$ cat src/rtl/dtp_pkg.sv
package dtp_pkg;

  localparam int unsigned QUEUE_DEPTH = 4;
  localparam int unsigned QPTR_W      = $clog2(QUEUE_DEPTH);
  localparam int unsigned QCNT_W      = $clog2(QUEUE_DEPTH + 1);

  localparam logic [31:0] LIMIT_MAG   = 32'h8000_0000;

  typedef enum logic [2:0] {
    CLS_END,
    CLS_SPACE,
    CLS_PLUS,
    CLS_MINUS,
    CLS_DIGIT,
    CLS_OTHER
  } char_class_t;

  typedef enum logic [1:0] {
    PH_LEAD,
    PH_PLUS,
    PH_DIGITS
  } phase_t;

  typedef struct packed {
    char_class_t cls;
    logic [3:0]  digit;
  } tok_t;

endpackage

$ cat src/rtl/dtp_front.sv
module dtp_front import dtp_pkg::*; (
  input  logic       clk,
  input  logic       rst,
  input  logic       in_valid,
  output logic       in_ready,
  input  logic [7:0] char_code,
  output logic       push_valid,
  input  logic       push_ready,
  output tok_t       push_tok
);

  localparam logic [7:0] CH_NUL   = 8'd0;
  localparam logic [7:0] CH_TAB   = 8'd9;
  localparam logic [7:0] CH_CR    = 8'd13;
  localparam logic [7:0] CH_SPACE = 8'd32;
  localparam logic [7:0] CH_PLUS  = 8'd43;
  localparam logic [7:0] CH_MINUS = 8'd45;
  localparam logic [7:0] CH_ZERO  = 8'd48;
  localparam logic [7:0] CH_NINE  = 8'd57;

  logic [7:0] digit_off;

  assign in_ready   = push_ready;
  assign push_valid = in_valid;
  assign digit_off  = char_code - CH_ZERO;

  always_comb begin
    push_tok.digit = digit_off[3:0];
    if (char_code == CH_NUL) begin
      push_tok.cls = CLS_END;
    end else if ((char_code >= CH_TAB && char_code <= CH_CR) || char_code == CH_SPACE) begin
      push_tok.cls = CLS_SPACE;
    end else if (char_code == CH_PLUS) begin
      push_tok.cls = CLS_PLUS;
    end else if (char_code == CH_MINUS) begin
      push_tok.cls = CLS_MINUS;
    end else if (char_code >= CH_ZERO && char_code <= CH_NINE) begin
      push_tok.cls = CLS_DIGIT;
    end else begin
      push_tok.cls = CLS_OTHER;
    end
  end

  a_digit_range: assert property (@(posedge clk) disable iff (rst)
    push_valid && push_tok.cls == CLS_DIGIT |-> push_tok.digit <= 4'd9)
    else $error("digit class with digit value above nine");

  a_end_is_nul: assert property (@(posedge clk) disable iff (rst)
    push_valid && push_tok.cls == CLS_END |-> char_code == CH_NUL)
    else $error("terminator class on a nonzero character");

  a_ready_follows_queue: assert property (@(posedge clk) disable iff (rst)
    in_valid && in_ready |-> push_valid && push_ready)
    else $error("accepted word not pushed into the queue");

endmodule

$ cat src/rtl/dtp_queue.sv
module dtp_queue import dtp_pkg::*; (
  input  logic clk,
  input  logic rst,
  input  logic push_valid,
  output logic push_ready,
  input  tok_t push_tok,
  output logic pop_valid,
  input  logic pop_ready,
  output tok_t pop_tok
);

  tok_t              slots [QUEUE_DEPTH];
  logic [QPTR_W-1:0] wr_ptr;
  logic [QPTR_W-1:0] rd_ptr;
  logic [QCNT_W-1:0] count;
  logic              do_push;
  logic              do_pop;

  assign push_ready = (count != QCNT_W'(QUEUE_DEPTH));
  assign pop_valid  = (count != '0);
  assign pop_tok    = slots[rd_ptr];
  assign do_push    = push_valid && push_ready;
  assign do_pop     = pop_valid && pop_ready;

  always_ff @(posedge clk) begin
    if (do_push) begin
      slots[wr_ptr] <= push_tok;
    end
  end

  always_ff @(posedge clk) begin
    if (rst) begin
      wr_ptr <= '0;
      rd_ptr <= '0;
      count  <= '0;
    end else begin
      if (do_push) begin
        wr_ptr <= wr_ptr + 1'b1;
      end
      if (do_pop) begin
        rd_ptr <= rd_ptr + 1'b1;
      end
      if (do_push && !do_pop) begin
        count <= count + 1'b1;
      end else if (do_pop && !do_push) begin
        count <= count - 1'b1;
      end
    end
  end

  a_count_bound: assert property (@(posedge clk) disable iff (rst)
    count <= QCNT_W'(QUEUE_DEPTH))
    else $error("queue count beyond depth");

  a_ptr_gap: assert property (@(posedge clk) disable iff (rst)
    count != QCNT_W'(QUEUE_DEPTH) && count != '0 |-> wr_ptr != rd_ptr)
    else $error("pointers meet with a partly filled queue");

  a_count_step: assert property (@(posedge clk) disable iff (rst)
    do_push && !do_pop |=> count == $past(count) + 1'b1)
    else $error("push without pop did not raise the count");

endmodule

$ cat src/rtl/dtp_back.sv
module dtp_back import dtp_pkg::*; (
  input  logic               clk,
  input  logic               rst,
  input  logic               pop_valid,
  output logic               pop_ready,
  input  tok_t               pop_tok,
  output logic               out_valid,
  input  logic               out_ready,
  output logic signed [31:0] parsed_value,
  output logic               parse_error
);

  phase_t      phase, phase_next;
  logic [31:0] magnitude, magnitude_next;
  logic        over_range, over_range_next;
  logic        negative, negative_next;
  logic        error_seen, error_seen_next;

  logic        take;
  logic        is_end;
  logic [34:0] mag_acc;
  logic        mag_over;
  logic        end_err;
  logic [31:0] end_val;

  assign is_end    = (pop_tok.cls == CLS_END);
  // terminator waits until the output register is free
  assign pop_ready = !is_end || !out_valid || out_ready;
  assign take      = pop_valid && pop_ready;

  assign mag_acc  = {magnitude, 3'b000} + {2'b00, magnitude, 1'b0} + {31'd0, pop_tok.digit};
  assign mag_over = (mag_acc > {3'b000, LIMIT_MAG});

  assign end_err = error_seen || over_range || (phase == PH_PLUS) ||
                   (!negative && magnitude[31]);
  assign end_val = end_err ? 32'd0 : (negative ? (32'd0 - magnitude) : magnitude);

  always_comb begin
    phase_next      = phase;
    magnitude_next  = magnitude;
    over_range_next = over_range;
    negative_next   = negative;
    error_seen_next = error_seen;
    if (take) begin
      if (is_end) begin
        phase_next      = PH_LEAD;
        magnitude_next  = '0;
        over_range_next = 1'b0;
        negative_next   = 1'b0;
        error_seen_next = 1'b0;
      end else begin
        phase_next = PH_DIGITS;
        if (pop_tok.cls == CLS_DIGIT) begin
          if (mag_over) begin
            over_range_next = 1'b1;
            magnitude_next  = LIMIT_MAG;
          end else begin
            magnitude_next  = mag_acc[31:0];
          end
        end
        unique case (phase)
          PH_LEAD: begin
            case (pop_tok.cls)
              CLS_SPACE: phase_next = PH_LEAD;
              CLS_PLUS:  phase_next = PH_PLUS;
              CLS_MINUS: negative_next = 1'b1;
              CLS_DIGIT: ;
              default:   error_seen_next = 1'b1;
            endcase
          end
          default: begin
            if (pop_tok.cls != CLS_DIGIT) begin
              error_seen_next = 1'b1;
            end
          end
        endcase
      end
    end
  end

  always_ff @(posedge clk) begin
    if (rst) begin
      phase      <= PH_LEAD;
      magnitude  <= '0;
      over_range <= 1'b0;
      negative   <= 1'b0;
      error_seen <= 1'b0;
      out_valid  <= 1'b0;
    end else begin
      phase      <= phase_next;
      magnitude  <= magnitude_next;
      over_range <= over_range_next;
      negative   <= negative_next;
      error_seen <= error_seen_next;
      if (take && is_end) begin
        out_valid <= 1'b1;
      end else if (out_ready) begin
        out_valid <= 1'b0;
      end
    end
  end

  always_ff @(posedge clk) begin
    if (take && is_end) begin
      parsed_value <= end_val;
      parse_error  <= end_err;
    end
  end

  a_mag_limit: assert property (@(posedge clk) disable iff (rst)
    magnitude <= LIMIT_MAG)
    else $error("magnitude above saturation limit");

  a_over_sat: assert property (@(posedge clk) disable iff (rst)
    over_range |-> magnitude == LIMIT_MAG)
    else $error("over range flagged without saturated magnitude");

  a_err_zero: assert property (@(posedge clk) disable iff (rst)
    out_valid && parse_error |-> parsed_value == 32'sd0)
    else $error("error result carries a nonzero value");

  a_end_clears: assert property (@(posedge clk) disable iff (rst)
    take && is_end |=> phase == PH_LEAD && magnitude == '0 && !negative)
    else $error("state not cleared after terminator");

endmodule

$ cat src/rtl/decimal_text_to_int32_parser.sv
// Channel  Direction  Handshake            Payload
// in       input      in_valid/in_ready    char_code[7:0]
// out      output     out_valid/out_ready  parsed_value[31:0] signed, parse_error
//
// One character word per cycle while the queue has room; each word is classified and queued
// on the cycle it is accepted, then applied by the back end when it leaves the queue.
// A terminator's result is registered in the output register as the back end takes it.
// rst (synchronous) empties the four-word queue, clears the parse state and out_valid.
// A stalled result holds the terminator in the queue; characters keep entering
// until the queue is full, then in_ready drops.
module decimal_text_to_int32_parser import dtp_pkg::*; (
  input  logic               clk,
  input  logic               rst,
  input  logic               in_valid,
  output logic               in_ready,
  input  logic [7:0]         char_code,
  output logic               out_valid,
  input  logic               out_ready,
  output logic signed [31:0] parsed_value,
  output logic               parse_error
);

  logic push_valid;
  logic push_ready;
  tok_t push_tok;
  logic pop_valid;
  logic pop_ready;
  tok_t pop_tok;

  dtp_front u_front (
    .clk        (clk),
    .rst        (rst),
    .in_valid   (in_valid),
    .in_ready   (in_ready),
    .char_code  (char_code),
    .push_valid (push_valid),
    .push_ready (push_ready),
    .push_tok   (push_tok)
  );

  dtp_queue u_queue (
    .clk        (clk),
    .rst        (rst),
    .push_valid (push_valid),
    .push_ready (push_ready),
    .push_tok   (push_tok),
    .pop_valid  (pop_valid),
    .pop_ready  (pop_ready),
    .pop_tok    (pop_tok)
  );

  dtp_back u_back (
    .clk          (clk),
    .rst          (rst),
    .pop_valid    (pop_valid),
    .pop_ready    (pop_ready),
    .pop_tok      (pop_tok),
    .out_valid    (out_valid),
    .out_ready    (out_ready),
    .parsed_value (parsed_value),
    .parse_error  (parse_error)
  );

endmodule

$ cat config.mk
export PLATFORM = sky130hd
export DESIGN_NAME = decimal_text_to_int32_parser
export DESIGN_NICKNAME = d
export VERILOG_FILES = /design/src/rtl/dtp_pkg.sv /design/src/rtl/dtp_front.sv /design/src/rtl/dtp_queue.sv /design/src/rtl/dtp_back.sv /design/src/rtl/decimal_text_to_int32_parser.sv
export SDC_FILE = /design/constraint.sdc
export NUM_CORES = 1
export LEC_CHECK = 0
export BUFFER_PORTS_ARGS = -buffer_cell sky130_fd_sc_hd__clkbuf_2
export CORE_ASPECT_RATIO = 0.5
export CORE_MARGIN = 2
export CORE_UTILIZATION = 45
export DETAILED_ROUTE_END_ITERATION = 12
export MAX_ROUTING_LAYER = met4
export REMOVE_ABC_BUFFERS = 1
export SKIP_LAST_GASP = 1
export SYNTH_ARGS = -nofsm -noshare
export SYNTH_HDL_FRONTEND = slang
export SYNTH_HIERARCHICAL = 1
export SYNTH_SLANG_ARGS = --single-unit
$ cat constraint.sdc
create_clock -name clk -period 7.2 [get_ports clk]
set_input_delay 0.72 -clock clk [delete_from_list [all_inputs] [get_ports clk]]
set_output_delay 0.72 -clock clk [all_outputs]
set_load 0.05 [all_outputs]
; ---- Word level (Yosys, flattened, before mapping)
; Memories as Yosys holds them, arrays and structs flattened. A register that Yosys moved wholly into a read port is not among the register bits.
; Cells that the tools add are included.
[classes]
div = 0
bitwise = 0
n_mux = 30
n_reduce_logical = 35
add_sub_neg = 8
magnitude_cmp = 5
shifts = 0
mul = 0
eq_ne = 11
[op_table]
columns = cell, n
row1 = 32-bit 2-to-1 mux, 4
row2 = 35-bit by 33-bit adder with 35-bit output, 1
row3 = 35-bit by 4-bit adder with 35-bit output, 1
row4 = "35-bit by 32-bit greater-than comparator with 1-bit output, second input constant", 1
row5 = "1-bit by 32-bit subtractor with 32-bit output, first input constant", 1
row6 = "8-bit by 6-bit equality test with 1-bit output, second input constant", 3
row7 = 3-bit 2-to-1 mux, 6
row8 = 1-bit 2-to-1 mux, 15
row9 = 2-bit nonzero test, 6
row10 = 3-bit AND reduction, 3
row11 = "8-bit by 4-bit >= comparator with 1-bit output, second input constant", 1
row12 = "8-bit by 6-bit >= comparator with 1-bit output, second input constant", 1
row13 = "8-bit by 4-bit less-or-equal comparator with 1-bit output, second input constant", 1
row14 = "8-bit by 6-bit less-or-equal comparator with 1-bit output, second input constant", 1
row15 = 1-bit logical AND, 8
row16 = 8-bit zero test, 1
row17 = 2-bit 2-to-1 mux, 4
row18 = "3-bit by 2-bit equality test with 1-bit output, second input constant", 2
row19 = 1-bit logical OR, 6
row20 = "3-bit inequality test, second input constant", 2
row21 = 3-bit nonzero test, 2
row22 = 1-bit zero test, 5
row23 = "2-bit by 1-bit adder with 2-bit output, second input constant", 2
row24 = 2-bit one-hot mux with 2 select lines, 1
row25 = other kinds (11), 11
[totals]
elab_cells = 101
rom_bits = 0
mem_count = 1
in_bits = 12
ff_bits = 78
ramBits = 28
latchBits = 0
[mem_list]
columns = memory, words, width, rd, rd_ports_with_merged_regs, wr, line_no
row1 = u_queue.slots, 4, 7, 1, 1, 1, dtp_queue.sv:12  ; tok_t slots [QUEUE_DEPTH];

; ---- Depth between registers and ports, before layout
[depth]
word_depth = 8
depth_mapped = 16
mapped_depth_nobuf = 14

; ---- By module
; Netlist, hierarchy kept.
[modules_own_cells]
columns = module, seq_area_each_um2, area_each_um2, n_inst, cells_per_inst
row1 = dtp_back, 1751.7, 5730.5, 1, 663
row2 = dtp_queue, 1021.0, 1491.4, 1, 85
row3 = dtp_front, 0.0, 160.2, 1, 24

; ---- Worst setup path after synthesis
; Ideal clock, no wire load.
[synth_path]
kind = register -> register
startpoint = reg (tool-made name)
endpoint = reg u_back.over_range
path_buffers = 1
path_stages_with_launch = 6
setup_time_ns = 0.119
slack_ns = 2.101
arrival_ns = 4.981
required_time_ns = 7.081
cell_sequence = dfxtp_1 > buf_2 > mux4_2 > nor4_1 > nor2_1 > o221a_2
[synth_rtl]
columns = item, line_no
row1 = to (signal assigned), dtp_back.sv:92  ; over_range <= over_range_next;
row2 = to (decl), dtp_back.sv:15  ; logic over_range, over_range_next;

==> key figures <==
Status
  • Status: finished clean

Placement
  • PortBufs: 46
  • DP Worst Slack: 2.33 ns
  • Gpl congestion: 0.972
  • DPL Wire Length: 13,500 um

Die
  • IO Count: 47
  • Total core area: 16,200 um^2
  • Die area: 17,500 um^2
  • Die width: 185 um
  • Rows: 33
  • Die height: 94.6 um
  • Initial Utilization: 45.5%

Detailed routing
  • DR iter-0 viols: 445
  • Final WL: 17,700 um
  • Routed via count: 5,817
  • Routed len/inst: 17.2 um
  • Max Used Layer: met4
  • Met1 Routed Length: 9010 um
  • Antenna-violating nets left: 0
  • WL met2: 7480 um
  • DR pass1 iterations: 4
  • Routed met3 length: 1080 um
  • Vias per cell: 5.65
  • # DRC: 0

CTS
  • CTS Buffer Depth: 2
  • CTS tree: yes
  • Worst-Skew Late Latency: 0.37 ns
  • Clock buffer count from CTS: 9
  • Setup Buffers After CTS: 0
  • Post-CTS Hold Buffers: 0
  • CTS sink cnt: 108
  • H-tree level count: 3
  • Root buffer cell: clkbuf_16
  • # resized after CTS: 0
  • Clk slew on worst S/H paths: 0.08 ns

Final layout
  • Final nets: 881
  • Synth-to-layout area growth: 9.39%
  • Antenna fix cells: 0
  • Layout cell share with drive strength beyond 1: 13.1%

Worst hold path
  • Hold endpoint: u_back/error_seen$_SDFFE_PP0P_
  • Worst min path class: flop to flop
  • Worst hold path depth: 1
  • Min-delay src: u_back/error_seen$_SDFFE_PP0P_

Logic synthesis
  • Top cells by area, synth: edfxtp_1, dfxtp_1, ha_1, xor2_1, nor2_1
  • Synth cell types: 76
  • Synth Flop Type: edfxtp_1
  • Syn Area/Cell: 9.56 um^2
  • Top post-synthesis cells by count: nor2_1, nand2_1, ha_1
  • Post-Syn Area: 7380 um^2
  • Synth async-reset ratio: 0%
  • Post-synth top area cell: edfxtp_1
  • Yosys top cell area share: 24.8%
  • Seq/Total Area, Yosys: 37.6%
  • Synth Instances: 772
  • Number of flops mapped to enable cells by yosys: 61
  • Most numerous cell in the Yosys netlist: nor2_1
  • Synth warn: 6
  • Register bit total from synthesis: 108

Global route
  • GRT Total Usage: 21.9%
  • Largest net degree at the start of global routing: 33
  • First-pass GRT wire length: 28,600 um
  • Vias in the first global route: 5,369
  • Initial antenna violation count: 0
  • Grt ovf: 0

Pwr
  • Leakage power: 3.40 nW
  • Pwr dens: 217 nW/um^2
  • Peak supply drop: 0.133 mV

Timing
  • Slew Limit Fails: 0
  • Final worst path period need: 4.95 ns
  • Final setup viols: 0
  • Worst Clk Skew: 0.0118 ns
  • Hold Violations, Final: 0
  • Fmax: 202 MHz
  • Period utilization: 68.8%
  • Worst Tran Pin Value: 0.941 ns
  • Slew margin rel.: 36.6%
  • Final worst setup slack: 2.25 ns
  • Unrepaired setup endpoints after global routing: no
  • Setup_tns: 0 ns

Critical path
  • Setup CP Type: flop to flop
  • Crit path arrival time: 5.22 ns
  • Worst r2r dst: u_back/magnitude[4]$_SDFFE_PP0P_
  • Crit end category: flop
  • Register-to-Register Path Depth: 14
  • Worst reg2reg setup slack: 2.25 ns
  • Worst path required time: 7.47 ns
  • Worst-path maximum fanout: 15
  • Setup crit start kind: flop

Job
  • Number of max-cap violations: 0
## flip-flops by register name, summed over array words and instances, names as in the netlist, named ones only
signal and cells:
u_queue/rd_ptr 2, u_back/over_range 1, u_back/error_seen 1, u_back/parse_error 1, u_back/parsed_value 32, u_queue/count 3
u_back/magnitude 32, u_back/out_valid 1, u_back/phase 2, u_queue/slots 28, u_queue/wr_ptr 2, u_back/negative 1
## how the worst max path moves through the flow
stage	startpoint	to	slack [ns]	depth (start not counted)
2_1_floorplan	flop	u_back/over_range$_SDFFE_PP0P_	2.04	4
3_3_place_gp	flop	u_back/magnitude[15]$_SDFFE_PP0P_	2.41	14
3_5_place_dp	flop	u_back/magnitude[4]$_SDFFE_PP0P_	2.33	14
4_1_cts	flop	u_back/magnitude[4]$_SDFFE_PP0P_	2.29	14
5_1_grt	flop	u_back/magnitude[19]$_SDFFE_PP0P_	1.89	14
6_report	flop	u_back/magnitude[4]$_SDFFE_PP0P_	2.25	14
## kinds of logic (layout without fill, tap and decap cells)
kind of cell | Yosys count | count (layout) | synth area share [%]
simple gates | 255 | 255 | 17.2
compound gates | 199 | 199 | 18.7
flops | 108 | 108 | 37.6
fa+ha+maj | 72 | 72 | 12.5
buf+inv | 64 | 94 | 3.75
xor+xnor | 58 | 58 | 6.88
mux | 16 | 16 | 3.46
## placed cells by master (no fill, tap or decap), types with 8 or more instances in the layout
master | Yosys | layout
a21oi_1 | 46 | 46
nand2_1 | 71 | 71
a21o_1 | 11 | 11
inv_1 | 25 | 25
nor3_1 | 12 | 12
o211ai_1 | 11 | 11
nor4_1 | 10 | 9
dfxtp_1 | 47 | 47
o21ai_0 | 42 | 42
edfxtp_1 | 61 | 61
clkbuf_2 | 0 | 46
xnor2_1 | 18 | 18
o31ai_1 | 19 | 19
or3_1 | 9 | 9
xor2_1 | 40 | 40
clkbuf_16 | 0 | 9
nand4_1 | 9 | 9
ha_1 | 69 | 69
a22o_1 | 8 | 8
nor2_1 | 73 | 72
nand3_1 | 15 | 15
nand2b_1 | 11 | 11
## final cells by class
type                       count  area (um^2)
clock buffer                   9          225
inverter                      25         93.8
clock inverter                 7         68.8
multi-input combinational    600         4350
tap                          227          284
sequential                   108         2770
timing repair buffer          53          283
fill                        1547         8150
## worst max-delay path: stages, from the launching register on
cell and delay, ns:
dfxtp_1 0.62, mux4_2 0.56, inv_1 0.09, fa_1 0.43, fa_1 0.47, nand2b_1 0.19
a21oi_1 0.24, o21ai_0 0.19, o21ai_1 0.46, a211oi_1 0.15, a2111o_1 0.31, a21oi_1 0.12
buf_4 0.21, nand2_1 0.43, o31ai_1 0.39
## metal layers
metal  GRT usage (%)  up-vias
met5               -        -
met4            4.37        0
met3            5.24       15
met2            32.4      135
met1            30.6     2736
li1                -     2931
## through the flow
step | hold slack (ns) | power (W) | instances | util [%] | area [um^2]
after floorplan | 0.441 | 0.00112 | 733 | - | 7200
after global placement | 0.449 | 0.00126 | 1013 | 48.0 | 7780
after detailed placement | 0.454 | 0.00127 | 1013 | 48.0 | 7780
after CTS | 0.473 | 0.00177 | 1029 | 49.8 | 8080
after global routing | 0.516 | 0.00184 | 1029 | 49.8 | 8080
final | 0.472 | 0.00175 | 1029 | 49.8 | 8080
## power by group
group	total (W)	leakage, nW	switching [W]	internal, W
clock network	0.000493	0.139	0.000249	0.000244
registers	0.000766	0.921	0.0000529	0.000714
logic	0.000491	2.34	0.000328	0.000163
Power figures use the tool's default switching activity.
